==> src/rtl/core/sfe_pkg.sv <==
// shared constants, register codes and types of the smoothstep fade envelope unit
package sfe_pkg;

   // fixed field widths
   localparam int TIME_W     = 32;
   localparam int REG_W      = 31;
   localparam int ENV_W      = 16;
   localparam int CSR_IDX_W  = 2;
   localparam int CSR_DATA_W = 32;

   // register indexes
   localparam logic [CSR_IDX_W-1:0] CSR_LIFE_LENGTH    = 2'd0;
   localparam logic [CSR_IDX_W-1:0] CSR_FADE_IN_WIDTH  = 2'd1;
   localparam logic [CSR_IDX_W-1:0] CSR_FADE_OUT_WIDTH = 2'd2;

   // per-request status carried down the pipeline
   typedef struct packed {
      logic alive;
      logic in_full;
      logic out_full;
   } sfe_flags_type;

   // divider operands of both ramps
   typedef struct packed {
      logic [REG_W-1:0] rem_in;
      logic [REG_W-1:0] w_in;
      logic [REG_W-1:0] rem_out;
      logic [REG_W-1:0] w_out;
   } sfe_div_type;

endpackage

==> src/rtl/core/sfe_div_cell.sv <==
// divider cell: one restoring quotient bit for each of the two ramps
module sfe_div_cell #(
   parameter int FRAC_BITS = 15
) (
   input  logic                          clock,
   input  logic                          reset,
   input  logic                          in_valid,
   output logic                          in_ready,
   input  sfe_pkg::sfe_flags_type        in_flags,
   input  sfe_pkg::sfe_div_type          in_div,
   input  logic [FRAC_BITS-1:0]          in_q_in,
   input  logic [FRAC_BITS-1:0]          in_q_out,
   output logic                          out_valid,
   input  logic                          out_ready,
   output sfe_pkg::sfe_flags_type        out_flags,
   output sfe_pkg::sfe_div_type          out_div,
   output logic [FRAC_BITS-1:0]          out_q_in,
   output logic [FRAC_BITS-1:0]          out_q_out
);

   logic [sfe_pkg::REG_W:0]     shift_in, shift_out;
   logic                        ge_in, ge_out;
   logic [sfe_pkg::REG_W:0]     diff_in, diff_out;

   logic                        valid_ff, valid_in;
   sfe_pkg::sfe_flags_type      flags_ff;
   sfe_pkg::sfe_div_type        div_ff, div_in;
   logic [FRAC_BITS-1:0]        q_in_ff, q_in_in;
   logic [FRAC_BITS-1:0]        q_out_ff, q_out_in;

   // shift, compare and conditional subtract on both lanes
   always_comb begin
      shift_in  = {in_div.rem_in, 1'b0};
      shift_out = {in_div.rem_out, 1'b0};
      ge_in     = shift_in >= {1'b0, in_div.w_in};
      ge_out    = shift_out >= {1'b0, in_div.w_out};
      diff_in   = shift_in - {1'b0, in_div.w_in};
      diff_out  = shift_out - {1'b0, in_div.w_out};

      div_in         = in_div;
      div_in.rem_in  = ge_in  ? diff_in[sfe_pkg::REG_W-1:0]  : shift_in[sfe_pkg::REG_W-1:0];
      div_in.rem_out = ge_out ? diff_out[sfe_pkg::REG_W-1:0] : shift_out[sfe_pkg::REG_W-1:0];
      q_in_in        = {in_q_in[FRAC_BITS-2:0], ge_in};
      q_out_in       = {in_q_out[FRAC_BITS-2:0], ge_out};
   end

   // stage handshake
   assign in_ready = !valid_ff || out_ready;
   assign valid_in = in_ready ? in_valid : valid_ff;

   always_ff @(posedge clock) begin
      if (reset) begin
         valid_ff <= 1'b0;
      end else begin
         valid_ff <= valid_in;
      end
   end

   always_ff @(posedge clock) begin
      if (in_valid && in_ready) begin
         flags_ff <= in_flags;
         div_ff   <= div_in;
         q_in_ff  <= q_in_in;
         q_out_ff <= q_out_in;
      end
   end

   assign out_valid = valid_ff;
   assign out_flags = flags_ff;
   assign out_div   = div_ff;
   assign out_q_in  = q_in_ff;
   assign out_q_out = q_out_ff;

endmodule

==> config.mk <==
export PLATFORM = sky130hd
export DESIGN_NAME = sfe_div_cell
export DESIGN_NICKNAME = d
export VERILOG_FILES = /design/src/rtl/core/sfe_pkg.sv /design/src/rtl/core/sfe_div_cell.sv
export SDC_FILE = /design/constraint.sdc
export NUM_CORES = 1
export LEC_CHECK = 0
export BUFFER_PORTS_ARGS = -buffer_cell sky130_fd_sc_hd__buf_2
export CORE_MARGIN = 2
export CORE_UTILIZATION = 47
export CTS_BUF_LIST = sky130_fd_sc_hd__clkbuf_4
export DETAILED_ROUTE_END_ITERATION = 12
export PLACE_DENSITY_LB_ADDON = 0.3
export SYNTH_ARGS = -nofsm -noshare
export SYNTH_HDL_FRONTEND = slang
export SYNTH_SLANG_ARGS = --single-unit
==> constraint.sdc <==
create_clock -name clock -period 5.65 [get_ports clock]
set_input_delay 1.695 -clock clock [delete_from_list [all_inputs] [get_ports clock]]
set_output_delay 1.695 -clock clock [all_outputs]
set_load 0.02 [all_outputs]
# After elaboration in Yosys (flattened, before gate mapping)
# Cells that the tools add are included.
[totals]
regBits = 158
output_inout_bits = 159
wordCells = 21
[classes]
n_mux = 2
add_sub_neg = 2
order_cmp = 2
n_reduce_logical = 3
[op_table]
columns = ["operator", "n"]
rows = [
  ["greater-or-equal comparator 32 x 31 -> 1 bit", 2],
  ["2-to-1 mux 31 bit", 2],
  ["subtractor 31 bit", 2],
  ["logical AND 1 bit", 1],
  ["zero test 1 bit", 1],
  ["logical OR 1 bit", 1],
]

# Longest topological paths before layout
[logic_depth]
ltp_word = 3
depth_mapped = 13

# Worst setup path before layout
# No wires, ideal clock.
[synth_timing]
kind = "input to register"
start = "input out_ready"
end = "register div_ff (netlist bit out_div[0]), enable pin"
arrival_time_ps = 5587
required_ps = 5115
n_path_buf = 0
path_stages = 2
path_slack_ps = -472
path_cell_list = "nand2b_1 > and2_1"
[synth_via]
elab_chain_cells = 2
[synth_lines]
columns = ["item", "line_no", "rtl"]
rows = [
  ["from (decl)", "sfe_div_cell.sv:14", "input logic out_ready,"],
  ["logical OR 1 bit", "sfe_div_cell.sv:48", "assign in_ready = !valid_ff || out_ready;"],
  ["logical AND 1 bit", "sfe_div_cell.sv:60", "if (in_valid && in_ready) begin"],
  ["to (signal assigned)", "sfe_div_cell.sv:62", "div_ff <= div_in;"],
  ["to (decl)", "sfe_div_cell.sv:27", "sfe_pkg::sfe_div_type div_ff, div_in;"],
]
# No other way between the ends.
# A chain may end at the register's enable or synchronous reset.

==> flow_metrics.py <==
metrics = {
    "sta": {
        "finalSetupViolCount": 0,
        "skew_ns": 0.0185,
        "fmax_mhz": 229,
        "period_share_pct": 77.1,
        "hold_viol_final": 0,
        "slew_headroom_pct": 21.2,
        "slew_viol_final": 0,
        "worst_pin_slew_ns": 1.17,
        "grt_setup_unrepaired": "no",
        "worst_slack_ns": 1.29,
        "post-route-min-period_ns": 4.36,
        "setup_tns_ns": 0,
    },
    "die": {
        "std_cell_rows": 50,
        "num_io_pins": 320,
        "start_util_pct": 48.3,
        "fp.dieW_um": 143,
        "coreArea_mm2": 0.0189,
        "chipHeight_um": 143,
        "dieArea_mm2": 0.0206,
    },
    "synth": {
        "syn_area_mm2": 0.00913,
        "yosysTopAreaCellShare_pct": 51.6,
        "seq_area_frac_synth_pct": 51.9,
        "syn-num-nets": 1057,
        "synth_enable_flop_cells": 157,
        "yosys-top-cells-count": "edfxtp_1 (157), inv_1 (75), nand2_1 (74), o21ai_0 (63), ha_1 (62)",
        "synth_most_common_cell": "edfxtp_1",
        "avgSynthCellArea_um2": 11.0,
        "synth_area_leader_cell": "edfxtp_1",
        "yosys-top-cells-area": "edfxtp_1 (52%), ha_1 (8.5%), o21ai_0 (3.5%)",
        "ys_ff_latch": 158,
        "netlist_instances": 832,
        "synth-warning-count": 0,
        "synth.distinct_cells": 59,
        "ys.flop_type": "edfxtp_1",
        "synthArstFlopShare_pct": 0,
    },
    "routing": {
        "wl_um": 24100,
        "dr.pass1.iters": 5,
        "wl_per_cell_um": 16.9,
        "final_antenna_net_count": 0,
        "route.met2.wl_um": 11300,
        "wl_met1_um": 10200,
        "met3_length_um": 2240,
        "routed.top_layer": "met5",
        "via_per_inst": 5.28,
        "first_iter_violations": 463,
        "vias": 7529,
        "drc": 0,
    },
    "placed_design": {
        "port_buffers": 317,
        "gp_congestion": 0.867,
        "hpwl_um": 19000,
        "dp_worst_setup_slack_ns": 0.719,
    },
    "finish": {
        "finalNetCount": 1375,
        "syn_to_final_growth_pct": 24.3,
        "drive_gt1_share_pct": 32.9,
    },
    "run_status": {
        "outcome": "completed",
    },
    "critical_path": {
        "path_cells": "buf_2, inv_1, fa_1, a211oi_2, nor2_1, o21a_1, a211o_1, o2111a_1, a2111oi_4, buf_4, mux2_2",
        "cp-start-kind": "input port",
        "worstPathMaxFanout": 34,
        "critPathKind": "input port to flop",
        "max_stage_delay_ns": 0.51,
        "cp.required_ns": 5.97,
        "critPathSlowestCell": "fa_1",
        "cp-end-kind": "flop",
        "arrival_ns": 4.68,
    },
    "pwr": {
        "p_seq_share_pct": 46.1,
        "p_int_uw": 2130,
        "netSwitchingPower_uw": 1010,
        "power_frac_comb_pct": 27.5,
        "switching_share_pct": 32.2,
        "leakagePower_uw": 0.00507,
        "irDropWorstVdd_uv": 139,
        "pwr-share-clk_pct": 26.4,
        "cellPowerDensity_mw_per_mm2": 277,
    },
    "global_routing": {
        "globalRouteOverflowTotal": 0,
        "grt_max_degree": 56,
        "antenna_found_initial": 6,
        "grt_pass1_wl_um": 36000,
        "grt_usage_pct": 22.7,
        "grt_pass1_vias": 7082,
    },
    "cts": {
        "cts_buffers": 17,
        "hold_buffers": 0,
        "clkTransAtPathRegs_ns": 0.16,
        "cts_setup_buffers": 0,
        "cts.path.max_buffers": 2,
        "tritoncts": "yes",
        "insertion_delay_ns": 0.56,
        "root_buffer": "clkbuf_4",
        "htreeDepth": 4,
        "ctsResizeCount": 0,
        "clkSinkCount": 158,
    },
    "hold_path": {
        "min_path_type": "flop to flop",
    },
    "run": {
        "cap_viol_max_count": 0,
    },
}
[state kept, by name (all words and copies together), names as in the netlist]
signal	flops
out_div	124
out_valid	1
out_q_in	15
out_q_out	15
out_flags	3
[per-layer routing]
metal,up-vias,GRT usage [%]
met3,26,7.16
li1,3712,-
met2,309,37.4
met4,2,6.81
met1,3480,28.8
met5,-,0
[cells in the final DEF (no fill, tap or decap), types with 4 or more instances in the layout]
cell and instances:
xor2_1 19, and2_1 5, edfxtp_1 157, a21boi_0 4
nor4_1 5, buf_2 317, a211oi_1 6, or3_1 6
nand2b_1 9, nor2b_1 7, a31oi_1 6, o21bai_1 7
nand4_1 10, nand3_1 20, a21oi_1 58, bufinv_16 4
a211o_1 5, o211ai_1 6, o21ai_1 4, inv_1 75
buf_4 7, o31ai_1 6, nor3_1 14, inv_6 5
o21a_1 12, o21ai_0 63, a21o_1 27, diode_2 4
xnor2_1 30, and3_1 7, mux2_1 4, nor2_1 37
nand2_1 74, mux2_2 19, clkbuf_4 17, ha_1 62
[metrics by stage]
step,cells,utilization [%],hold WS [ns],instance area (µm²),power (µW)
after floorplan,832,-,0.729,9130,2070
after global placement,1391,58.1,0.506,11000,2320
after detailed placement,1391,58.1,0.525,11000,2340
after CTS,1423,60.0,0.549,11300,3170
after global routing,1426,60.0,0.592,11300,3290
final,1427,60.0,0.548,11300,3140
[area by class of cell]
class / instances / area [µm²]
tap: 260 / 325
fill: 1637 / 7550
timing repair buffer: 325 / 1660
antenna: 4 / 10.0
clock buffer: 17 / 128
multi-input combinational: 573 / 3980
inverter: 75 / 282
clock inverter: 15 / 228
sequential: 158 / 4730
[worst paths after layout]
kind	cells after the start	to	slack, ns	startpoint
setup / recovery	11	out_div[54]	1.29	in_div[0]
setup reg to reg	3	out_div[119]	3.71	out_valid
hold / removal	2	out_valid	0.55	out_valid
hold reg to reg	2	out_valid	0.55	out_valid
[power by group through the flow]
stage               Sequential, µW  Combinational, µW  Clock (µW)
finish                        1450                865         829
global route                  1460                945         889
CTS                           1450                865         854
detailed placement            1480                861           0
global placement              1470                847           0
floorplan                     1610                453           0
[worst max-delay path, delay by kind of cell]
family	cells	cell delay (ns)
fa+ha+maj	1	0.51
buf+inv	3	0.56
compound gates	5	1.39
mux	1	0.37
simple gates	1	0.13
[cells by family (layout without fill, tap and decap cells)]
| family | Yosys count | in the layout | share of synthesized area, % |
|---|---|---|---|
| muxes | 25 | 25 | 3.06 |
| and+or+nand+nor | 205 | 205 | 10.7 |
| AOI/OAI and AO/OA | 230 | 230 | 16.2 |
| buffers and inverters | 101 | 432 | 4.59 |
| DFF | 158 | 158 | 51.9 |
| other | 0 | 4 | 0 |
| adders and majority gates | 64 | 64 | 8.94 |
| xor gates and xnor gates | 49 | 49 | 4.70 |
No activity file was read; power rests on OpenSTA's default activity.
