<file path="src/rtl/core/sfe_pkg.sv">
// shared constants, register codes and types of the smoothstep fade envelope unit
package sfe_pkg;

   // fixed field widths
   localparam int TIME_W     = 32;
   localparam int REG_W      = 31;
   localparam int ENV_W      = 16;
   localparam int CSR_IDX_W  = 2;
   localparam int CSR_DATA_W = 32;

   // register indexes
   localparam logic [CSR_IDX_W-1:0] CSR_LIFE_LENGTH    = 2'd0;
   localparam logic [CSR_IDX_W-1:0] CSR_FADE_IN_WIDTH  = 2'd1;
   localparam logic [CSR_IDX_W-1:0] CSR_FADE_OUT_WIDTH = 2'd2;

   // per-request status carried down the pipeline
   typedef struct packed {
      logic alive;
      logic in_full;
      logic out_full;
   } sfe_flags_type;

   // divider operands of both ramps
   typedef struct packed {
      logic [REG_W-1:0] rem_in;
      logic [REG_W-1:0] w_in;
      logic [REG_W-1:0] rem_out;
      logic [REG_W-1:0] w_out;
   } sfe_div_type;

endpackage

</file>
<file path="src/rtl/core/sfe_ifs.sv">


interface sfe_rsp_if;
   logic                         valid;
   logic                         ready;
   logic [sfe_pkg::ENV_W-1:0]    envelope;
   logic                         alive;

   modport source (output valid, envelope, alive, input ready);
   modport sink   (input valid, envelope, alive, output ready);
endinterface


</file>
<file path="src/rtl/core/sfe_poly.sv">
// cubic back end: square, smoothstep cubic and ramp product, ending in the output register
module sfe_poly #(
   parameter int FRAC_BITS = 15
) (
   input  logic                          clock,
   input  logic                          reset,
   input  logic                          in_valid,
   output logic                          in_ready,
   input  sfe_pkg::sfe_flags_type        in_flags,
   input  logic [FRAC_BITS-1:0]          in_t_in,
   input  logic [FRAC_BITS-1:0]          in_t_out,
   sfe_rsp_if.source                     rsp
);

   localparam int PW = (FRAC_BITS + 1 > sfe_pkg::ENV_W) ? FRAC_BITS + 1 : sfe_pkg::ENV_W;
   localparam logic [FRAC_BITS:0]   ONE       = {1'b1, {FRAC_BITS{1'b0}}};
   localparam logic [FRAC_BITS+1:0] THREE_ONE = {2'b11, {FRAC_BITS{1'b0}}};

   // square stage
   logic                        a_valid_ff, a_valid_in, a_ready;
   sfe_pkg::sfe_flags_type      a_flags_ff;
   logic [FRAC_BITS-1:0]        a_t_in_ff, a_t_out_ff;
   logic [FRAC_BITS-1:0]        a_s_in_ff, a_s_out_ff, a_s_in_in, a_s_out_in;
   logic [2*FRAC_BITS-1:0]      sq_in, sq_out;

   // cubic stage
   logic                        b_valid_ff, b_valid_in, b_ready;
   logic                        b_alive_ff;
   logic [FRAC_BITS:0]          b_r_in_ff, b_r_out_ff, b_r_in_in, b_r_out_in;
   logic [FRAC_BITS+1:0]        poly_in, poly_out;
   logic [2*FRAC_BITS+1:0]      cub_in, cub_out;

   // combine stage, the output register
   logic                        c_valid_ff, c_valid_in, c_ready;
   logic                        c_alive_ff;
   logic [FRAC_BITS:0]          c_env_ff, c_env_in;
   logic [2*FRAC_BITS+1:0]      prod;
   logic [PW-1:0]               env_wide;

   // ready cascade
   assign c_ready  = !c_valid_ff || rsp.ready;
   assign b_ready  = !b_valid_ff || c_ready;
   assign a_ready  = !a_valid_ff || b_ready;
   assign in_ready = a_ready;

   assign a_valid_in = a_ready ? in_valid : a_valid_ff;
   assign b_valid_in = b_ready ? a_valid_ff : b_valid_ff;
   assign c_valid_in = c_ready ? b_valid_ff : c_valid_ff;

   always_ff @(posedge clock) begin
      if (reset) begin
         a_valid_ff <= 1'b0;
         b_valid_ff <= 1'b0;
         c_valid_ff <= 1'b0;
      end else begin
         a_valid_ff <= a_valid_in;
         b_valid_ff <= b_valid_in;
         c_valid_ff <= c_valid_in;
      end
   end

   // t squared
   always_comb begin
      sq_in      = in_t_in * in_t_in;
      sq_out     = in_t_out * in_t_out;
      a_s_in_in  = sq_in[2*FRAC_BITS-1:FRAC_BITS];
      a_s_out_in = sq_out[2*FRAC_BITS-1:FRAC_BITS];
   end

   always_ff @(posedge clock) begin
      if (in_valid && a_ready) begin
         a_flags_ff <= in_flags;
         a_t_in_ff  <= in_t_in;
         a_t_out_ff <= in_t_out;
         a_s_in_ff  <= a_s_in_in;
         a_s_out_ff <= a_s_out_in;
      end
   end

   // s times (3 - 2t), full ramps forced to one
   always_comb begin
      poly_in    = THREE_ONE - {1'b0, a_t_in_ff, 1'b0};
      poly_out   = THREE_ONE - {1'b0, a_t_out_ff, 1'b0};
      cub_in     = a_s_in_ff * poly_in;
      cub_out    = a_s_out_ff * poly_out;
      b_r_in_in  = a_flags_ff.in_full  ? ONE : cub_in[2*FRAC_BITS:FRAC_BITS];
      b_r_out_in = a_flags_ff.out_full ? ONE : cub_out[2*FRAC_BITS:FRAC_BITS];
   end

   always_ff @(posedge clock) begin
      if (a_valid_ff && b_ready) begin
         b_alive_ff <= a_flags_ff.alive;
         b_r_in_ff  <= b_r_in_in;
         b_r_out_ff <= b_r_out_in;
      end
   end

   // product of both ramps, zero when not alive
   always_comb begin
      prod     = b_r_in_ff * b_r_out_ff;
      c_env_in = b_alive_ff ? prod[2*FRAC_BITS:FRAC_BITS] : '0;
   end

   always_ff @(posedge clock) begin
      if (b_valid_ff && c_ready) begin
         c_alive_ff <= b_alive_ff;
         c_env_ff   <= c_env_in;
      end
   end

   // response, envelope kept to its low 16 bits
   assign env_wide     = PW'(c_env_ff);
   assign rsp.valid    = c_valid_ff;
   assign rsp.envelope = env_wide[sfe_pkg::ENV_W-1:0];
   assign rsp.alive    = c_alive_ff;

endmodule

</file>
<file path="src/flat_wrapper.sv">
// flat-port wrapper written by rule: the top's interface ports become plain ports
module sfe_poly_flat 
#(
   parameter int FRAC_BITS = 15
)
  (clock, reset, in_valid, in_ready, in_flags, in_t_in, in_t_out, rsp_valid, rsp_envelope, rsp_alive, rsp_ready);
  sfe_rsp_if rsp_i ();
  input  logic clock;
  input  logic reset;
  input  logic in_valid;
  output logic in_ready;
  input  sfe_pkg::sfe_flags_type in_flags;
  input  logic [FRAC_BITS-1:0] in_t_in;
  input  logic [FRAC_BITS-1:0] in_t_out;
  output wire logic [$bits(rsp_i.valid)-1:0] rsp_valid;
  output wire logic [$bits(rsp_i.envelope)-1:0] rsp_envelope;
  output wire logic [$bits(rsp_i.alive)-1:0] rsp_alive;
  input wire logic [$bits(rsp_i.ready)-1:0] rsp_ready;
  assign rsp_valid = rsp_i.valid;
  assign rsp_envelope = rsp_i.envelope;
  assign rsp_alive = rsp_i.alive;
  assign rsp_i.ready = rsp_ready;
  sfe_poly #(.FRAC_BITS(FRAC_BITS)) u_core (.clock(clock), .reset(reset), .in_valid(in_valid), .in_ready(in_ready), .in_flags(in_flags), .in_t_in(in_t_in), .in_t_out(in_t_out), .rsp(rsp_i));
endmodule
</file>
<file path="config.mk">
export PLATFORM = sky130hd
export DESIGN_NAME = sfe_poly_flat
export DESIGN_NICKNAME = d
export VERILOG_FILES = /design/src/rtl/core/sfe_pkg.sv /design/src/rtl/core/sfe_ifs.sv /design/src/rtl/core/sfe_poly.sv /design/src/flat_wrapper.sv
export SDC_FILE = /design/constraint.sdc
export NUM_CORES = 2
export LEC_CHECK = 0
export CAP_MARGIN = 20
export CORE_MARGIN = 10
export CORE_UTILIZATION = 45
export CTS_CLUSTER_SIZE = 8
export DETAILED_ROUTE_END_ITERATION = 10
export DONT_BUFFER_PORTS = 1
export SYNTH_ARGS = -nofsm -noshare
export SYNTH_HDL_FRONTEND = slang
export SYNTH_SLANG_ARGS = --single-unit
export TNS_END_PERCENT = 50
</file>
<file path="constraint.sdc">
create_clock -name clock -period 7.4 [get_ports clock]
set_input_delay 0.74 -clock clock [delete_from_list [all_inputs] [get_ports clock]]
set_output_delay 0.74 -clock clock [all_outputs]
set_load 0.01 [all_outputs]
</file>
### After elaboration in Yosys (flattened, before gate mapping)

Cells that the tools add are included.

* register bits after elaboration: 116
* bits in latches: 0
* bits in writable memories: 0
* ROM bits: 0
* logic and storage cells: 31
* memories kept: 0

* add/subtract/negate cells: 2
* multiply operators: 5
* div/mod/pow operators: 0
* order comparisons: 0
* eq/ne operators: 0
* shift operators: 0
* multiplexer cells: 0
* bitwise logic cells: 0
* reductions and logical operators: 9

Operator list (count)
* $mul 15x17->31: 2
* $mul 15x15->30: 2
* $sub 17x16->17 const A: 2
* $mul 16x16->31: 1
* $logic_and 1x1->1: 3
* $logic_not 1->1: 3
* $logic_or 1x1->1: 3

### Depth between registers and ports, before layout

* depth after elaboration: 5
* depth in mapped cells: 31

### Worst setup path after synthesis

No wires, ideal clock.

* path kind: register to register
* from: register u_core.a_t_out_ff[2]
* to: register u_core.b_r_out_ff[11], data pin
* library setup time: 0.255 ns
* data arrival time: 7.144 ns
* data required time: 7.145 ns
* setup slack: 0.001 ns
* stages on the path, launching flop included: 28
* buffers on the path: 0
* period minus slack after synthesis: 7.399 ns
* cells stage by stage: edfxtp_1 -> or4_4 -> nor3_2 -> nand2_1 -> or2_1 -> or3b_4 -> xnor2_4 -> and2_1 -> fa_1 -> inv_1 -> fa_1 -> inv_1 -> fa_1 -> fa_1 -> fa_1 -> inv_1 -> fa_1 -> inv_1 -> ha_1 -> nand2_1 -> nor2_1 -> and4_1 -> a221oi_2 -> a21oi_2 -> o21ai_1 -> a21boi_0 -> or3_1 -> and3_1

* cells in the longest elaborated chain, start to end: 2

Ends and longest elaborated chain
* start, declared: line sfe_poly.sv:22 `logic [FRAC_BITS-1:0] a_t_in_ff, a_t_out_ff;`
* start signal, assigned: line sfe_poly.sv:74 `a_t_out_ff <= in_t_out;`
* $sub 17x16->17: line sfe_poly.sv:83 `poly_out = THREE_ONE - {1'b0, a_t_out_ff, 1'b0};`
* $mul 15x17->31: line sfe_poly.sv:85 `cub_out = a_s_out_ff * poly_out;`
* end signal, assigned: line sfe_poly.sv:94 `b_r_out_ff <= b_r_out_in;`
* end, declared: line sfe_poly.sv:29 `logic [FRAC_BITS:0] b_r_in_ff, b_r_out_ff, b_r_in_in, b_r_out_in;`

No other way between the ends.
A chain may end at the register's enable or synchronous reset.

### Final worst setup path

* from: register u_core.a_t_out_ff[5]
* to: register u_core.b_r_out_ff[14], data pin

The elaborated chain is that of the path after synthesis.

==> metrics.cfg <==
[run_status]
status = finished with violations
violations = setup timing

[floorplanning]
num_rows = 106
start_util = 0.454
dieWidth_um = 311
core_um2 = 83700
boundaryPins = 56
die_y_um = 311
dieArea_um2 = 96500

[drt]
drtIter0Drc = 1225
vias_per_cell = 4.87
wl_um = 79500
via_count = 25000
ant_nets = 0
routedWlPerCell_um = 15.5
drc = 0
firstDrtPassIters = 5

[place]
gp_congestion = 0.835
dpl-instance-area_um2 = 39800
io_buffers = 0
hpwlAfterDp_um = 66500

[sta]
final-setup-viol-count = 3
tightest_slew_ns = 1.06
min_period_ns = 7.51
slew_viol_final = 0
maxSlewHeadroom = 0.294
fin_ws_ns = -0.112
finalHoldViolCount = 0
hold_ws_ns = 0.326
fmax_mhz = 133
fin_skew_ns = 0.0214
fin_crit_sh = 1.02
rsz0062_at_grt = yes

[synth]
synthesis.nets = 5288
yosysUniqueCellTypes = 68
synth_edf_count = 113
seq_area_frac_synth = 0.0908
synth_area_per_cell_um2 = 9.56
postSynthCellCount = 3979
netlist_area_um2 = 38000
async_reset_ff_frac = 0
synth_warnings = 0
ys_ff_latch = 116
synth_flop_cell = edfxtp_1

[finish]
layout-drive-gt1-share = 0.0681
fin_nets = 5303
final_common_cell = inv_1
final_cell_mix = 957 x inv_1, 816 x fa_1, 483 x nand2_1
diodes = 0
stdcell_area_um2 = 41100
syn_to_final_growth_pct = 8.06

[run]
drv_cap = 0

[worst_setup_path]
crit_end = u_core.b_r_out_ff[14]
worst_ep_required_time_ns = 7.70
worstRegToRegCells = 28
path_max_fanout = 4
cp-start-kind = register
r2r-start = u_core.a_t_out_ff[5]
crit_path_max_incr_delay_ns = 0.57
crit_path_end_kind = register
cp_common_cell = fa_1
setup.worst_path.start = u_core.a_t_out_ff[5]
r2r_slack_ns = -0.11
reg2reg_to = u_core.b_r_out_ff[14]
slowest_stage = or4_4
crit_type = register to register
arrival_ns = 7.81

[clocking]
root_buffer = clkbuf_16
cts_buffer_depth = 2
holdBufCountCts = 0
cts_tree = done
cts_buffers = 17
htree_num_levels = 4
clkSlewWorstSetupHoldPaths_ns = 0.06
clkSinkCount = 116
clock_latency_ns = 0.48

[global_route]
antenna_found_initial = 0
grt_pass1_wl_um = 136000
track_usage = 0.170
grt_pass1_vias = 26800
grt.overflow.total = 0
grt_start_max_net_pins = 64

[worst_hold_path]
hold_class = primary input to register

## state kept, by name, summed over array words and instances (netlist names), 3 cells and up
name	flops
u_core.a_s_out_ff	15
u_core.b_r_in_ff	16
u_core.a_flags_ff	3
u_core.b_r_out_ff	16
u_core.a_t_out_ff	15
u_core.a_t_in_ff	15
u_core.rsp.envelope	16
u_core.a_s_in_ff	15
## per-layer routing
layer / vias to the layer above / part of all wire / track usage / wire length (µm)
met2: 371 / 0.48 / 0.281 / 38100
met3: 77 / 0.032 / 0.0182 / 2560
li1: 11900 / - / - / -
met5: - / 0 / 0 / 0
met1: 12700 / 0.47 / 0.239 / 37700
met4: 0 / 0.015 / 0.0385 / 1170
## critical path, delay by kind of cell, from the launching register on
kind / cells / cell delay (ns)
xor gates and xnor gates: 1 / 0.18
adders and majority gates: 7 / 3.26
AOI/OAI and AO/OA: 7 / 0.97
buffers and inverters: 6 / 0.42
DFF: 1 / 0.40
and+or+nand+nor: 7 / 2.12
## Yosys cell counts (4+ instances only)
master | count | area share
a211oi_1 | 6 | 0.0012
or3_1 | 6 | 0.00099
o211ai_1 | 7 | 0.0014
clkbuf_1 | 125 | 0.012
o21ai_1 | 4 | 0.00053
o21ai_0 | 25 | 0.0033
a31oi_1 | 6 | 0.00099
inv_1 | 970 | 0.096
a21oi_1 | 66 | 0.0087
xor2_1 | 40 | 0.0092
nand4_1 | 11 | 0.0018
nand2b_1 | 13 | 0.0021
nand3_1 | 15 | 0.0020
fa_1 | 824 | 0.43
and2_1 | 468 | 0.077
a31o_2 | 6 | 0.0014
o21a_1 | 7 | 0.0014
nand2_1 | 490 | 0.048
ha_1 | 448 | 0.15
nor2_1 | 94 | 0.0093
xnor2_1 | 82 | 0.019
o21bai_1 | 5 | 0.00099
nor3_1 | 17 | 0.0022
nor4_1 | 7 | 0.0012
a21o_1 | 40 | 0.0079
and3_1 | 10 | 0.0016
edfxtp_1 | 113 | 0.089
nor2b_1 | 11 | 0.0018
## per-stage QoR
stage	std cells	TNS, ns	worst slack (ns)	util
6_report	5141	-0.235	-0.112	0.491
5_1_grt	5141	-2.94	-0.356	0.491
4_1_cts	5129	-0.0810	-0.0299	0.484
3_5_place_dp	5092	-3.56	-0.292	0.476
3_3_place_gp	5092	-2.75	-0.241	0.476
2_1_floorplan	3979	0	0.000770	-
## final cells by class
class                           count  area (µm²)
Sequential cell                   116        3450
Fill cell                        7822       42600
Tap cell                         1134        1420
Clock buffer                       17         425
Multi-Input combinational cell   2762       31000
Clock inverter                     15         171
Timing Repair Buffer              127        1000
Inverter                          970        3640
## how the worst min path moves through the flow
stage,end,cells past startpoint,from
4_1_cts,u_core.rsp.valid,1,reset
5_1_grt,u_core.b_valid_ff,1,reset
6_report,u_core.rsp.valid,1,reset
3_5_place_dp,u_core.b_alive_ff,0,u_core.a_flags_ff[2]
2_1_floorplan,u_core.b_alive_ff,0,u_core.a_flags_ff[2]
3_3_place_gp,u_core.b_alive_ff,0,u_core.a_flags_ff[2]
## cell families (layout without fill, tap and decap cells)
| kind of cell | Yosys count | after routing | share of synthesized area |
|---|---|---|---|
| multiplexers | 4 | 4 | 0.00112 |
| XOR/XNOR | 124 | 124 | 0.0293 |
| adder cells (fa/ha/maj) | 1272 | 1272 | 0.581 |
| buffers and inverters | 1101 | 1129 | 0.109 |
| AO/OA/AOI/OAI | 199 | 199 | 0.0345 |
| AND/OR/NAND/NOR | 1163 | 1163 | 0.154 |
| flip-flops | 116 | 116 | 0.0908 |
## timing repair
item,in CTS,in global routing
endpoints found under the setup margin,23,25
buffers inserted,5,14
gates resized for setup,24,99
pin swaps,15,66
Power is not shown: default switching activity piles up to over one toggle a cycle in this logic, so the estimate is an artifact.
