## config.mk

```make
export PLATFORM = sky130hd
export DESIGN_NAME = sfe_front_flat
export DESIGN_NICKNAME = d
export VERILOG_FILES = /design/src/rtl/core/sfe_pkg.sv /design/src/rtl/core/sfe_ifs.sv /design/src/rtl/core/sfe_front.sv /design/src/flat_wrapper.sv
export SDC_FILE = /design/constraint.sdc
export NUM_CORES = 1
export LEC_CHECK = 0
export ABC_AREA = 1
export BUFFER_PORTS_ARGS = -buffer_cell sky130_fd_sc_hd__buf_2
export CORE_UTILIZATION = 40
export DETAILED_ROUTE_END_ITERATION = 6
export PLACE_DENSITY = 0.67
export SYNTH_ARGS = -nofsm -noshare
export SYNTH_HDL_FRONTEND = slang
export SYNTH_SLANG_ARGS = --single-unit
```

## constraint.sdc

```tcl
create_clock -name clock -period 8.8 [get_ports clock]
set_clock_uncertainty 0.2 [all_clocks]
set_input_delay 1.76 -clock clock [delete_from_list [all_inputs] [get_ports clock]]
set_output_delay 1.76 -clock clock [all_outputs]
set_load 0.05 [all_outputs]
```

## src/rtl/core/sfe_pkg.sv

```systemverilog
// shared constants, register codes and types of the smoothstep fade envelope unit
package sfe_pkg;

   // fixed field widths
   localparam int TIME_W     = 32;
   localparam int REG_W      = 31;
   localparam int ENV_W      = 16;
   localparam int CSR_IDX_W  = 2;
   localparam int CSR_DATA_W = 32;

   // register indexes
   localparam logic [CSR_IDX_W-1:0] CSR_LIFE_LENGTH    = 2'd0;
   localparam logic [CSR_IDX_W-1:0] CSR_FADE_IN_WIDTH  = 2'd1;
   localparam logic [CSR_IDX_W-1:0] CSR_FADE_OUT_WIDTH = 2'd2;

   // per-request status carried down the pipeline
   typedef struct packed {
      logic alive;
      logic in_full;
      logic out_full;
   } sfe_flags_type;

   // divider operands of both ramps
   typedef struct packed {
      logic [REG_W-1:0] rem_in;
      logic [REG_W-1:0] w_in;
      logic [REG_W-1:0] rem_out;
      logic [REG_W-1:0] w_out;
   } sfe_div_type;

endpackage

```

## src/rtl/core/sfe_ifs.sv

```systemverilog
// request, response and register-write channel interfaces

interface sfe_req_if;
   logic                                    valid;
   logic                                    ready;
   logic signed [sfe_pkg::TIME_W-1:0]       local_time;
   logic        [sfe_pkg::REG_W-1:0]        window_length;
   logic                                    window_unbounded;

   modport source (output valid, local_time, window_length, window_unbounded, input ready);
   modport sink   (input valid, local_time, window_length, window_unbounded, output ready);
endinterface


```

## src/rtl/core/sfe_front.sv

```systemverilog
// front stage: lifetime selection, range checks and divider operand setup
module sfe_front #(
   parameter int TIME_BITS = 32
) (
   input  logic                          clock,
   input  logic                          reset,
   sfe_req_if.sink                       req,
   input  logic [sfe_pkg::REG_W-1:0]     life_length,
   input  logic [sfe_pkg::REG_W-1:0]     fade_in_width,
   input  logic [sfe_pkg::REG_W-1:0]     fade_out_width,
   output logic                          out_valid,
   input  logic                          out_ready,
   output sfe_pkg::sfe_flags_type        out_flags,
   output sfe_pkg::sfe_div_type          out_div
);

   localparam int CW = (TIME_BITS - 1 > sfe_pkg::REG_W) ? TIME_BITS - 1 : sfe_pkg::REG_W;

   logic [TIME_BITS+sfe_pkg::TIME_W-1:0] time_ext;
   logic [TIME_BITS-1:0]                 local_bits;
   logic                                 negative;
   logic [CW-1:0]                        mag;
   logic [sfe_pkg::REG_W-1:0]            life;
   logic                                 bounded;
   logic [sfe_pkg::REG_W-1:0]            out_x;

   logic                                 valid_ff, valid_in;
   sfe_pkg::sfe_flags_type               flags_ff, flags_in;
   sfe_pkg::sfe_div_type                 div_ff, div_in;

   // time read as a TIME_BITS-bit signed value
   assign time_ext   = {{TIME_BITS{1'b0}}, req.local_time};
   assign local_bits = time_ext[TIME_BITS-1:0];
   assign negative   = local_bits[TIME_BITS-1];
   assign mag        = CW'(local_bits[TIME_BITS-2:0]);

   // lifetime and ramp classification
   always_comb begin
      if (life_length != '0) begin
         life    = life_length;
         bounded = 1'b1;
      end else begin
         life    = req.window_length;
         bounded = !req.window_unbounded;
      end
      out_x = life - mag[sfe_pkg::REG_W-1:0];

      flags_in.alive    = !negative && !(bounded && (mag >= CW'(life)));
      flags_in.in_full  = (fade_in_width == '0) || (mag >= CW'(fade_in_width));
      flags_in.out_full = (fade_out_width == '0) || !bounded || (out_x >= fade_out_width);

      div_in.rem_in  = mag[sfe_pkg::REG_W-1:0];
      div_in.w_in    = fade_in_width;
      div_in.rem_out = out_x;
      div_in.w_out   = fade_out_width;
   end

   // stage handshake
   assign req.ready = !valid_ff || out_ready;
   assign valid_in  = req.ready ? req.valid : valid_ff;

   always_ff @(posedge clock) begin
      if (reset) begin
         valid_ff <= 1'b0;
      end else begin
         valid_ff <= valid_in;
      end
   end

   always_ff @(posedge clock) begin
      if (req.valid && req.ready) begin
         flags_ff <= flags_in;
         div_ff   <= div_in;
      end
   end

   assign out_valid = valid_ff;
   assign out_flags = flags_ff;
   assign out_div   = div_ff;

endmodule

```

## src/flat_wrapper.sv

```systemverilog
// flat-port wrapper written by rule: the top's interface ports become plain ports
module sfe_front_flat 
#(
   parameter int TIME_BITS = 32
)
  (clock, reset, life_length, fade_in_width, fade_out_width, out_valid, out_ready, out_flags, out_div, req_valid, req_local_time, req_window_length, req_window_unbounded, req_ready);
  sfe_req_if req_i ();
  input  logic clock;
  input  logic reset;
  input  logic [sfe_pkg::REG_W-1:0] life_length;
  input  logic [sfe_pkg::REG_W-1:0] fade_in_width;
  input  logic [sfe_pkg::REG_W-1:0] fade_out_width;
  output logic out_valid;
  input  logic out_ready;
  output sfe_pkg::sfe_flags_type out_flags;
  output sfe_pkg::sfe_div_type out_div;
  input wire logic [$bits(req_i.valid)-1:0] req_valid;
  input wire logic [$bits(req_i.local_time)-1:0] req_local_time;
  input wire logic [$bits(req_i.window_length)-1:0] req_window_length;
  input wire logic [$bits(req_i.window_unbounded)-1:0] req_window_unbounded;
  output wire logic [$bits(req_i.ready)-1:0] req_ready;
  assign req_i.valid = req_valid;
  assign req_i.local_time = req_local_time;
  assign req_i.window_length = req_window_length;
  assign req_i.window_unbounded = req_window_unbounded;
  assign req_ready = req_i.ready;
  sfe_front #(.TIME_BITS(TIME_BITS)) u_core (.clock(clock), .reset(reset), .req(req_i), .life_length(life_length), .fade_in_width(fade_in_width), .fade_out_width(fade_out_width), .out_valid(out_valid), .out_ready(out_ready), .out_flags(out_flags), .out_div(out_div));
endmodule
```

Word-level counts from Yosys, hierarchy flattened. Cells that the tools add are included.

Add/subtract/negate cells: 1. Reductions and logical operators: 15. Shift operators: 0. Magnitude comparators: 3. Div/mod/pow operators: 0. Multiply operators: 0. Multiplexer cells: 2. Bitwise gates (word level): 0. Equality and inequality tests: 0.

Operator list (count): $ge 31x31->1 (3); $logic_not 31->1 (2); $mux 31 (1); $reduce_bool 31->1 (1); $sub 31x31->31 (1); $logic_not 1->1 (5); $logic_or 1x1->1 (4); $logic_and 1x1->1 (3); $mux 1 (1).

Latch bits: 0. Bits of input ports: 161. Register bits after elaboration: 128. Logic and storage cells: 29. Memories kept: 0. RAM bits: 0. Output and inout bits: 129. Bits in read-only memories: 0.

Longest topological paths before layout. Gate-level depths: netlist of the first run.

Word-level depth: 6. Gate-level depth with buffers: 29. Gate-level depth less buffers: 28.

Worst setup path after synthesis of the first run. Ideal clock, no wire load.

Path type: input to register. Start point: in req_valid. End point: reg u_core.div_ff, in the netlist u_core.out_div[0] (enable). Library setup time: 0.654 ns. Setup slack: 0.028 ns. Path buffers: 0. Cell stages on the path: 2. Arrival: 7.917 ns. Cells stage by stage: inv_1 a21oi_1.

Word-level cells in the longest chain between the ends: 1.

RTL lines: start, declared (line flat_wrapper.sv:17) `input wire logic [$bits(req_i.valid)-1:0] req_valid;`; $logic_and 1x1->1 (line sfe_front.sv:71) `if (req.valid && req.ready) begin`; end signal, assigned (line sfe_front.sv:73) `div_ff <= div_in;`; end, declared (line sfe_front.sv:29) `sfe_pkg::sfe_div_type div_ff, div_in;`.

No other way between the ends. A chain may end at the register's enable or synchronous reset.

==> qor.txt, run 1 <==
status: complete, no violations
Worst R2R Start: u_core.out_valid
die area: 21200 sq um
period utilization: 61.4%
io pins: 290
final slew viol count: 0
Final min period: 5.41 ns
post-DP HPWL: 19.8 mm
critical path fanouts, max: 32
post_cts resized: 0
number of cells on the critical path: 27
CP endpoint kind: register
Max transition margin: 37.9%
Antenna Nets Post-Route: 0
setup slack at placement: 3.01 ns
Synth Area in Adders: 14.3%
Max Clock Freq: 0.185 GHz
post-synth design cell area: 8260 sq um
post-synthesis mux area share: 0%
Leak: 5.49 nW
vias post-DR: 7500
TritonCTS Buffers: 17
initial antenna violation count: 1
Synth Net Count: 1219
Worst Path Buf+Inv: 3
starting density of the core: 40.8%
WP data required: 8.89 ns
worst reg2reg endpoint: u_core.out_div[55]
largest net degree at the start of global routing: 71
CP Data Arrival Time: 5.50 ns
number of setup violations in the final report: 0
Worst path slowest cell: buf_4
layout cell share with drive strength beyond 1: 27.2%
Layout area overhead: 29.1%
Setup crit start kind: primary input
worst skew pair latency: 0.43 ns
Mean Syn Cell Area: 8.57 sq um
setup TNS: 0 ns
vias in the first global route: 7323
GRT Total Usage: 23.3%
Layout Nets: 1527
final global-route overflow total: 0
# port buffers: 289
Post-CTS Setup Inserts: 0
Synth Register Bits: 128
Fin. Hold Viols: 0
unrepaired setup endpoints after global routing: no
PwrDens: 189 nW/um^2
Setup crit start: life_length[1]
reg-to-reg setup timing slack: 6.20 ns
post-synthesis xor/xnor area fraction: 1.59%
cts hold-fix bufs: 0
H-Tree Depth: 4
DIE WIDTH: 146 microns
worst vdd ir: 0.128 mV
Seq/Total Area, Yosys: 46.4%
crit path capture: u_core.out_flags[0]
Core Util, Final: 52.7%
Setup WS post-layout: 3.39 ns
drt pass-1 iters: 6
kind of cell adding the most delay to the critical path: simple AND/OR/NAND/NOR gates
Row Count: 52
maxcap violations: 0
top cells by area, synth: edfxtp_1, ha_1, nand2_1
clock sinks: 128
Post-route DRC: 0
largest area contributor in the netlist: edfxtp_1
core footprint: 20200 sq um
CTS tree: done
Compound-Gate Fraction of Synth Area: 6.77%
Synth top area share: 46.2%
drt total wl: 24.2 mm
Gate Count Post-Synth: 964
die span in y: 146 microns
Iter 0 DRT Violations: 410
CP max stage delay: 0.33 ns
Crit path top cell by count: nand2_1
placer congestion estimate: 0.920
filler instances: 1942
largest family of logic cells by synthesized area: simple AND/OR/NAND/NOR gates
Clock transition at path regs: 0.07 ns
Setup Crit Path Kind: in2reg
first-pass GRT wire length: 37.7 mm
vias per cell: 4.82
Min Hold Slack: 0.333 ns
Simple-Gate Fraction of Synth Area: 22.1%
Slew @ Worst Pin: 0.932 ns
Yosys Warn Count: 0
worst hold path type: reg2reg
post-synth cell types: 29
cell count of the worst reg-to-reg path: 3
HP Start: u_core.out_valid
root buffer cell: clkbuf_16
Max Root-Sink Buffers: 2
Wirelength per Cell: 15.5 microns
==> worst min-delay path, stage by stage, from the launching register on <==
cell and delay [ns]:
dfxtp_1 0.34, nand2_1 0.09, a21oi_1 0.06
==> report_power, final <==
group	switching, mW	leakage, nW	internal, mW	total (mW)
clock	0.289	0.281	0.429	0.718
combinational	0.398	3.97	0.159	0.557
sequential	0.0115	1.24	0.731	0.743
==> registers in the layout, summed over array words and instances (netlist names) <==
name / flops
u_core.out_div: 124
u_core.out_flags: 3
u_core.out_valid: 1
==> final cells by class <==
cell class                      count  area [sq um]  share of cell area, %
Timing Repair Buffer              292          1470                   13.8
Clock buffer                       18           439                   4.12
Sequential cell                   128          3830                   35.9
Antenna cell                        1          2.50                 0.0235
Tap cell                          270           338                   3.17
Multi-Input combinational cell    643          3710                   34.8
Clock inverter                     14           159                   1.49
Inverter                          190           713                   6.69
==> metal layers <==
metal | GRT usage [%] | vias up | wire [microns]
li1 | - | 3808 | -
met1 | 29.8 | 3383 | 10800
met2 | 39.4 | 279 | 11600
met3 | 4.58 | 30 | 1400
met4 | 7.47 | 0 | 447
met5 | 0 | - | 0
==> cells in the final DEF (no fill, tap or decap), types with 6 or more instances in the layout <==
cell	instances
nor2_2	6
ha_1	93
nand3_1	38
nor4_1	7
buf_2	289
nand2_2	10
nand2_1	260
a21oi_1	65
xor2_1	14
nor3_1	16
inv_1	187
edfxtp_1	127
nand4_1	25
nor2_1	62
o21ai_0	24
clkbuf_16	17
==> worst min path at each step <==
stage / end / slack [ns] / cells past startpoint
floorplan: u_core.out_valid / 0.87 / 2
global placement: u_core.out_valid / 0.32 / 2
detailed placement: u_core.out_valid / 0.32 / 2
CTS: u_core.out_valid / 0.33 / 2
global route: u_core.out_valid / 0.35 / 2
finish: u_core.out_valid / 0.33 / 2
==> stage by stage <==
| step | power [mW] | std cells | area [sq um] |
|---|---|---|---|
| final | 2.02 | 1556 | 10700 |
| after global routing | 2.11 | 1556 | 10700 |
| after CTS | 2.03 | 1555 | 10700 |
| after detailed placement | 1.31 | 1523 | 10100 |
| after global placement | 1.30 | 1523 | 10100 |
| after floorplan | 1.15 | 964 | 8260 |
==> synthesized netlist by cell type, drive strengths merged <==
master and instances:
edfxtp 127, nor4 7, ha 93, a21o 3, inv 190, fa 1, buf 3, and3 2
xnor2 1, o21a 4, nor2 68, xor2 14, nand4 25, a21oi 68, nor3 17, o21bai 4
nand3 39, o21ai 25, dfxtp 1, or2 2, nand2 270
==> cell families after synthesis <==
kind of cell	Yosys count
and+or+nand+nor	430
buffers and inverters	193
DFF	128
AOI/OAI and AO/OA	104
adders and majority gates	94
xor gates and xnor gates	15
No activity file was read; power rests on OpenSTA's default activity.
==> run 2: changes to the inputs <==
- PLACE_DENSITY: 0.67 -> 0.64
- clock period: 8.8 -> 5.6 ns (I/O delays scaled with it)
==> qor.txt, run 2 (synthesis gave the netlist of run 1 again) <==
io pins: 290 (unchanged)
Antenna Nets Post-Route: 0 (unchanged)
max reg flops: 124 (unchanged)
Post-route DRC: 0 (unchanged)
GR peak layer: met2 (unchanged)
CP endpoint kind: register (unchanged)
Pwr Total: 3.30 mW (was 2.02 mW)
cell count of the worst reg-to-reg path: 2 (was 3)
DIE WIDTH: 146 microns (unchanged)
Sw Share: 32.3% (was 34.6%)
Leak: 5.54 nW (was 5.49 nW)
crit path capture: u_core.out_flags[0] (unchanged)
TritonCTS Buffers: 17 (unchanged)
Worst path slowest cell: a21oi_1 (was buf_4)
number of setup violations in the final report: 0 (unchanged)
cells along the critical path: buf_2 -> inv_1 -> nand4_1 -> nor2_1 -> nand2_1 -> nor2_2 -> buf_4 -> nand2_1 -> nand2_1 -> ha_1 -> a21oi_1 -> o21ai_0 -> a21o_1 -> a21oi_1 -> nand2_1 -> nand2_1 -> nand2_1 -> ha_1 -> a21oi_1 -> o21ai_0 -> a21oi_1 -> nand2_1 -> nor2_1 -> nand3_1
die area: 21200 sq um (unchanged)
maxcap violations: 0 (unchanged)
Layout area overhead: 30.2% (was 29.1%)
WP data required: 5.57 ns (was 8.89 ns)
drt pass-1 iters: 5 (was 6)
GRT Total Usage: 23.1% (was 23.3%)
period utilization: 80.8%
Min Hold Slack: 0.326 ns (was 0.333 ns)
worst reg2reg endpoint: u_core.out_div[55] (unchanged)
most common cell after layout, fill and taps aside: buf_2 (unchanged)
post-DP HPWL: 19.9 mm (was 19.8 mm)
CP max stage delay: 0.34 ns (was 0.33 ns)
die span in y: 146 microns (unchanged)
clock sinks: 128 (unchanged)
starting density of the core: 40.8% (unchanged)
Crit path top cell by count: nand2_1 (unchanged)
kind of cell adding the most delay to the critical path: compound AO/OA/AOI/OAI gates (was simple AND/OR/NAND/NOR gates)
vias in the first global route: 7327 (was 7323)
Slew @ Worst Pin: 1.02 ns (was 0.932 ns)
global routing usage on met1: 28.8% (was 29.8%)
# port buffers: 289 (unchanged)
worst vdd ir: 0.194 mV (was 0.128 mV)
critical path fanouts, max: 20 (was 32)
final slew viol count: 0 (unchanged)
PwrDens: 307 nW/um^2 (was 189 nW/um^2)
Worst Path Buf+Inv: 3 (unchanged)
worst hold path type: reg2reg (unchanged)
Layout Nets: 1528 (was 1527)
combinational share of power: 26.5% (was 27.6%)
core footprint: 20200 sq um (unchanged)
Setup crit start kind: primary input (unchanged)
Max transition margin: 31.9% (was 37.9%)
Wirelength per Cell: 15.4 microns (was 15.5 microns)
root buffer cell: clkbuf_16 (unchanged)
Worst R2R Start: u_core.out_valid (unchanged)
vias post-DR: 7481 (was 7500)
reg-to-reg setup timing slack: 3.68 ns (was 6.20 ns)
unrepaired setup endpoints after global routing: no (unchanged)
Fin. Hold Viols: 0 (unchanged)
post_cts resized: 0 (unchanged)
Clock transition at path regs: 0.06 ns (was 0.07 ns)
final global-route overflow total: 0 (unchanged)
Iter 0 DRT Violations: 428 (was 410)
clock power share: 38.2% (was 35.6%)
CTS tree: done (unchanged)
CP Data Arrival Time: 4.49 ns (was 5.50 ns)
Max Root-Sink Buffers: 2 (unchanged)
placer congestion estimate: 0.890 (was 0.920)
most frequent cells in the layout: buf_2, nand2_1, inv_1 (unchanged)
vias per cell: 4.80 (was 4.82)
Post-CTS Setup Inserts: 0 (unchanged)
setup TNS: 0 ns (unchanged)
initial antenna violation count: 3 (was 1)
Flop pwr share: 35.3% (was 36.8%)
Int Power: 2.23 mW (was 1.32 mW)
Setup crit start: life_length[24] (was life_length[1])
Core Util, Final: 53.1% (was 52.7%)
GR Util met3: 4.89% (was 4.58%)
Sw Pwr: 1.07 mW (was 0.699 mW)
number of cells on the critical path: 24 (was 27)
Max Clock Freq: 0.221 GHz
first-pass GRT wire length: 37.4 mm (was 37.7 mm)
Row Count: 52 (unchanged)
largest net degree at the start of global routing: 79 (was 71)
met2 usage: 39.8% (was 39.4%)
status: complete, no violations (unchanged)
Final min period: 4.52 ns
cts hold-fix bufs: 0 (unchanged)
worst skew pair latency: 0.41 ns (was 0.43 ns)
layout cell share with drive strength beyond 1: 27.2% (about the same)
drt total wl: 24.1 mm (was 24.2 mm)
H-Tree Depth: 4 (unchanged)
Setup Crit Path Kind: in2reg (unchanged)
## run 2: cell types whose count changed in the layout (fill, tap and decap cells not counted), moves of 2 or more
| cell | delta |
|---|---|
| bufinv_16 | +4 |
| diode_2 | +2 |
| inv_6 | -2 |
| clkinvlp_4 | -2 |
## run 2: worst reg2reg max path: stages, from the launching register on
cell and delay (ns):
dfxtp_1 0.34, a21oi_4 0.15, buf_4 0.74
## run 2: final cells by class
type                    instances  area (sq um)
inverters                     190           713
multi-input cells             643          3710
clock inverters                14           240
repair buffers                293          1480
well taps                     270           338
flip-flops and latches        128          3830
diodes                          3          7.51
fillers                      1966          9490
clock buffers                  18           429
## run 2: layer usage
layer / share of wire (%) / wire length (microns)
met1: 43 / 10200
met2: 49 / 11700
met3: 7.2 / 1730
met4: 1.5 / 366
met5: 0 / 0
## run 2: stage by stage
stage | std cells | setup slack [ns] | instance area, sq um
2_1_floorplan | 964 | 0.0822 | 8260
3_3_place_gp | 1524 | 0.697 | 10100
3_5_place_dp | 1524 | 0.675 | 10100
4_1_cts | 1556 | 1.11 | 10700
5_1_grt | 1558 | 0.565 | 10700
6_report | 1559 | 1.08 | 10700
## run 2: power by group through the flow
stage          logic [mW]  registers [mW]  clock network [mW]
4_1_cts             0.881            1.17                1.28
3_3_place_gp        0.868            1.18                   0
3_5_place_dp        0.875            1.19                   0
5_1_grt             0.966            1.17                1.32
6_report            0.875            1.16                1.26
2_1_floorplan       0.362            1.44                   0
## run 2: how the worst min path moves through the flow
stage,cells after the start,endpoint,slack [ns],startpoint
after global routing,2,u_core.out_valid,0.36,u_core.out_valid
after CTS,2,u_core.out_valid,0.33,u_core.out_valid
after floorplan,2,u_core.out_valid,0.88,u_core.out_valid
final,2,u_core.out_valid,0.33,u_core.out_valid
after global placement,2,u_core.out_valid,0.31,u_core.out_valid
after detailed placement,2,u_core.out_valid,0.32,u_core.out_valid
==> run 3: changes to the inputs <==
- ABC_AREA: 1 -> 0
- PLACE_DENSITY: 0.64 -> 0.68
- clock period: 5.6 -> 3.79 ns (I/O delays scaled with it)
==> qor.txt, run 3 <==
status: finished, violations left (was complete, no violations)
failing checks: negative setup slack
drt total wl: 24.2 mm (was 24.1 mm)
Mean Syn Cell Area: 11.3 sq um (was 8.57 sq um)
Setup Crit Path Kind: in2reg (unchanged)
WP data required: 3.73 ns (was 5.57 ns)
Setup WS post-layout: -1.23 ns (was 1.08 ns)
placer congestion estimate: 0.881 (was 0.890)
Iter 0 DRT Violations: 226 (was 428)
Layout area overhead: 55.7% (was 30.2%)
placed cells: 1343 (was 1524)
Core Util, Final: 64.6% (was 53.1%)
critical path fanouts, max: 6 (was 20)
Layout Nets: 1407 (was 1528)
layout cell share with drive strength beyond 1: 48.9% (was 27.2%)
worst skew pair latency: 0.41 ns (about the same)
final slew viol count: 0 (unchanged)
number of synthesized flops with an enable pin: 127 (unchanged)
vias in the first global route: 7187 (was 7327)
Leak: 5.86 nW (was 5.54 nW)
Row Count: 49 (was 52)
Layout Cells excl Fill: 1395 (was 1559)
root buffer cell: clkbuf_16 (unchanged)
core footprint: 18200 sq um (was 20200 sq um)
largest net degree at the start of global routing: 74 (was 79)
Final min period: 5.02 ns
Synth Area in Adders: 15.7% (was 14.3%)
CTS tree: done (unchanged)
max reg flops: 124 (unchanged)
Fin. Hold Viols: 0 (unchanged)
Max transition margin: 63.5% (was 31.9%)
Reg area: 3830 sq um (unchanged)
final instance area: 11800 sq um (was 10700 sq um)
post-synth cell types: 43 (was 29)
period utilization: 133%
first-pass GRT wire length: 36.7 mm (was 37.4 mm)
largest area contributor in the netlist: edfxtp_1 (unchanged)
Pwr Total: 4.95 mW (was 3.30 mW)
filler instances: 1457 (was 1966)
CP endpoint kind: register (unchanged)
vias post-DR: 7020 (was 7481)
most common cell after layout, fill and taps aside: buf_2 (unchanged)
Wirelength per Cell: 17.3 microns (was 15.4 microns)
Setup crit start kind: primary input (unchanged)
Max Root-Sink Buffers: 2 (unchanged)
die span in y: 139 microns (was 146 microns)
# port buffers: 289 (unchanged)
final global-route overflow total: 0 (unchanged)
clock sinks: 128 (unchanged)
Slew @ Worst Pin: 0.548 ns (was 1.02 ns)
TritonCTS Buffers: 17 (unchanged)
initial antenna violation count: 1 (was 3)
worst hold path type: in2reg (was reg2reg)
post-DP HPWL: 19.0 mm (was 19.9 mm)
Yosys Warn Count: 0 (unchanged)
top post-synthesis cells by count: edfxtp_1, inv_1, ha_1 (was nand2_1, inv_1, edfxtp_1)
number of setup violations in the final report: 7 (was 0)
drt pass-1 iters: 5 (unchanged)
Seq/Total Area, Yosys: 50.7% (was 46.4%)
Synth Net Count: 924 (was 1219)
post-synthesis mux area share: 0% (unchanged)
Synth Flop Type: edfxtp_1 (unchanged)
unrepaired setup endpoints after global routing: yes (was no)
maxcap violations: 0 (unchanged)
Simple-Gate Fraction of Synth Area: 9.44% (was 22.1%)
Post-route DRC: 0 (unchanged)
post-synth design cell area: 7550 sq um (was 8260 sq um)
Antenna Nets Post-Route: 0 (unchanged)
worst vdd ir: 0.313 mV (was 0.194 mV)
top cells by area, synth: edfxtp_1, ha_1, a21o_1 (was edfxtp_1, ha_1, nand2_1)
vias per cell: 5.03 (was 4.80)
GRT Total Usage: 24.8% (was 23.1%)
setup slack at placement: -2.37 ns (was 0.675 ns)
CP Data Arrival Time: 4.96 ns (was 4.49 ns)
Compound-Gate Fraction of Synth Area: 15.6% (was 6.77%)
most frequent cells in the layout: buf_2, buf_4, edfxtp_1 (was buf_2, nand2_1, inv_1)
io pins: 290 (unchanged)
Gate Count Post-Synth: 669 (was 964)
H-Tree Depth: 4 (unchanged)
area of the multi-input gates: 3820 sq um (was 3710 sq um)
die area: 19400 sq um (was 21200 sq um)
Min Hold Slack: 0.287 ns (was 0.326 ns)
Synth Register Bits: 128 (unchanged)
setup TNS: -1.56 ns (was 0 ns)
largest family of logic cells by synthesized area: adder cells (was simple AND/OR/NAND/NOR gates)
Clock transition at path regs: 0.06 ns (about the same)
count leader, synth: edfxtp_1 (was nand2_1)
post-synthesis xor/xnor area fraction: 3.36% (was 1.59%)
PwrDens: 421 nW/um^2 (was 307 nW/um^2)
Max Clock Freq: 0.199 GHz
DIE WIDTH: 139 microns (was 146 microns)
Async SR Flop Fraction: 0% (unchanged)
Synth top area share: 50.5% (was 46.2%)
starting density of the core: 41.5% (was 40.8%)
Placed Area: 10500 sq um (was 10100 sq um)
==> run 3: worst max-delay path, cell delays in order <==
cell and delay (ns):
buf_8 0.10, nor4_4 0.38, nand4_1 0.31, nor2_4 0.27
buf_6 0.16, a21oi_2 0.05, ha_2 0.17, inv_2 0.05
fa_2 0.18, a21o_1 0.12, a21oi_2 0.06, o21ai_2 0.19
nand3_2 0.10, a31o_4 0.24, o21bai_4 0.16, a41oi_2 0.17
xnor2_2 0.18, ha_1 0.31, a21o_1 0.17, a21o_1 0.16
a21oi_1 0.14, nor2_1 0.06, a2111oi_2 0.28, nand4_1 0.17
==> run 3: repair_timing <==
action                                  CTS  global route
hold buffers                              0             0
gates cloned                              2             0
endpoints found under the setup margin   26            21
setup buffers                            11             7
pin swaps                                57            40
resized for setup                        58            41
==> run 3: metal layers <==
layer  GRT usage [%]  share of wire [%]
met2            41.0                 47
met4            12.6                3.8
met1            30.3                 43
met5               0                  0
met3            5.68                6.1
==> run 3: final cells by class <==
class / instances / share of cell area, %
Inverter: 101 / 3.22
Clock inverter: 7 / 0.723
Antenna cell: 1 / 0.0213
Timing Repair Buffer: 468 / 24.5
Clock buffer: 25 / 4.04
Sequential cell: 128 / 32.6
Tap cell: 229 / 2.44
Multi-Input combinational cell: 436 / 32.5
==> run 3: logic make-up (layout without fill, tap and decap cells) <==
kind of cell	Yosys count	after routing
simple gates	136	136
buf+inv	105	601
flops	128	128
xor+xnor	29	29
compound gates	177	177
other cells	0	1
fa+ha+maj	94	94
==> run 3: power by group <==
part	switching, mW	internal (mW)
clock network	0.595	0.998
registers	0.0251	1.70
logic	0.981	0.647
==> run 3: path summary, 6_finish.rpt <==
path | from | to | slack (ns) | cells after the start
worst max-delay path | life_length[0] | u_core.out_flags[0] | -1.23 | 24
worst min-delay path | reset | u_core.out_valid | 0.29 | 2
worst max register to register | u_core.out_valid | u_core.out_div[30] | 1.86 | 3
worst min register to register | u_core.out_valid | u_core.out_valid | 0.32 | 2
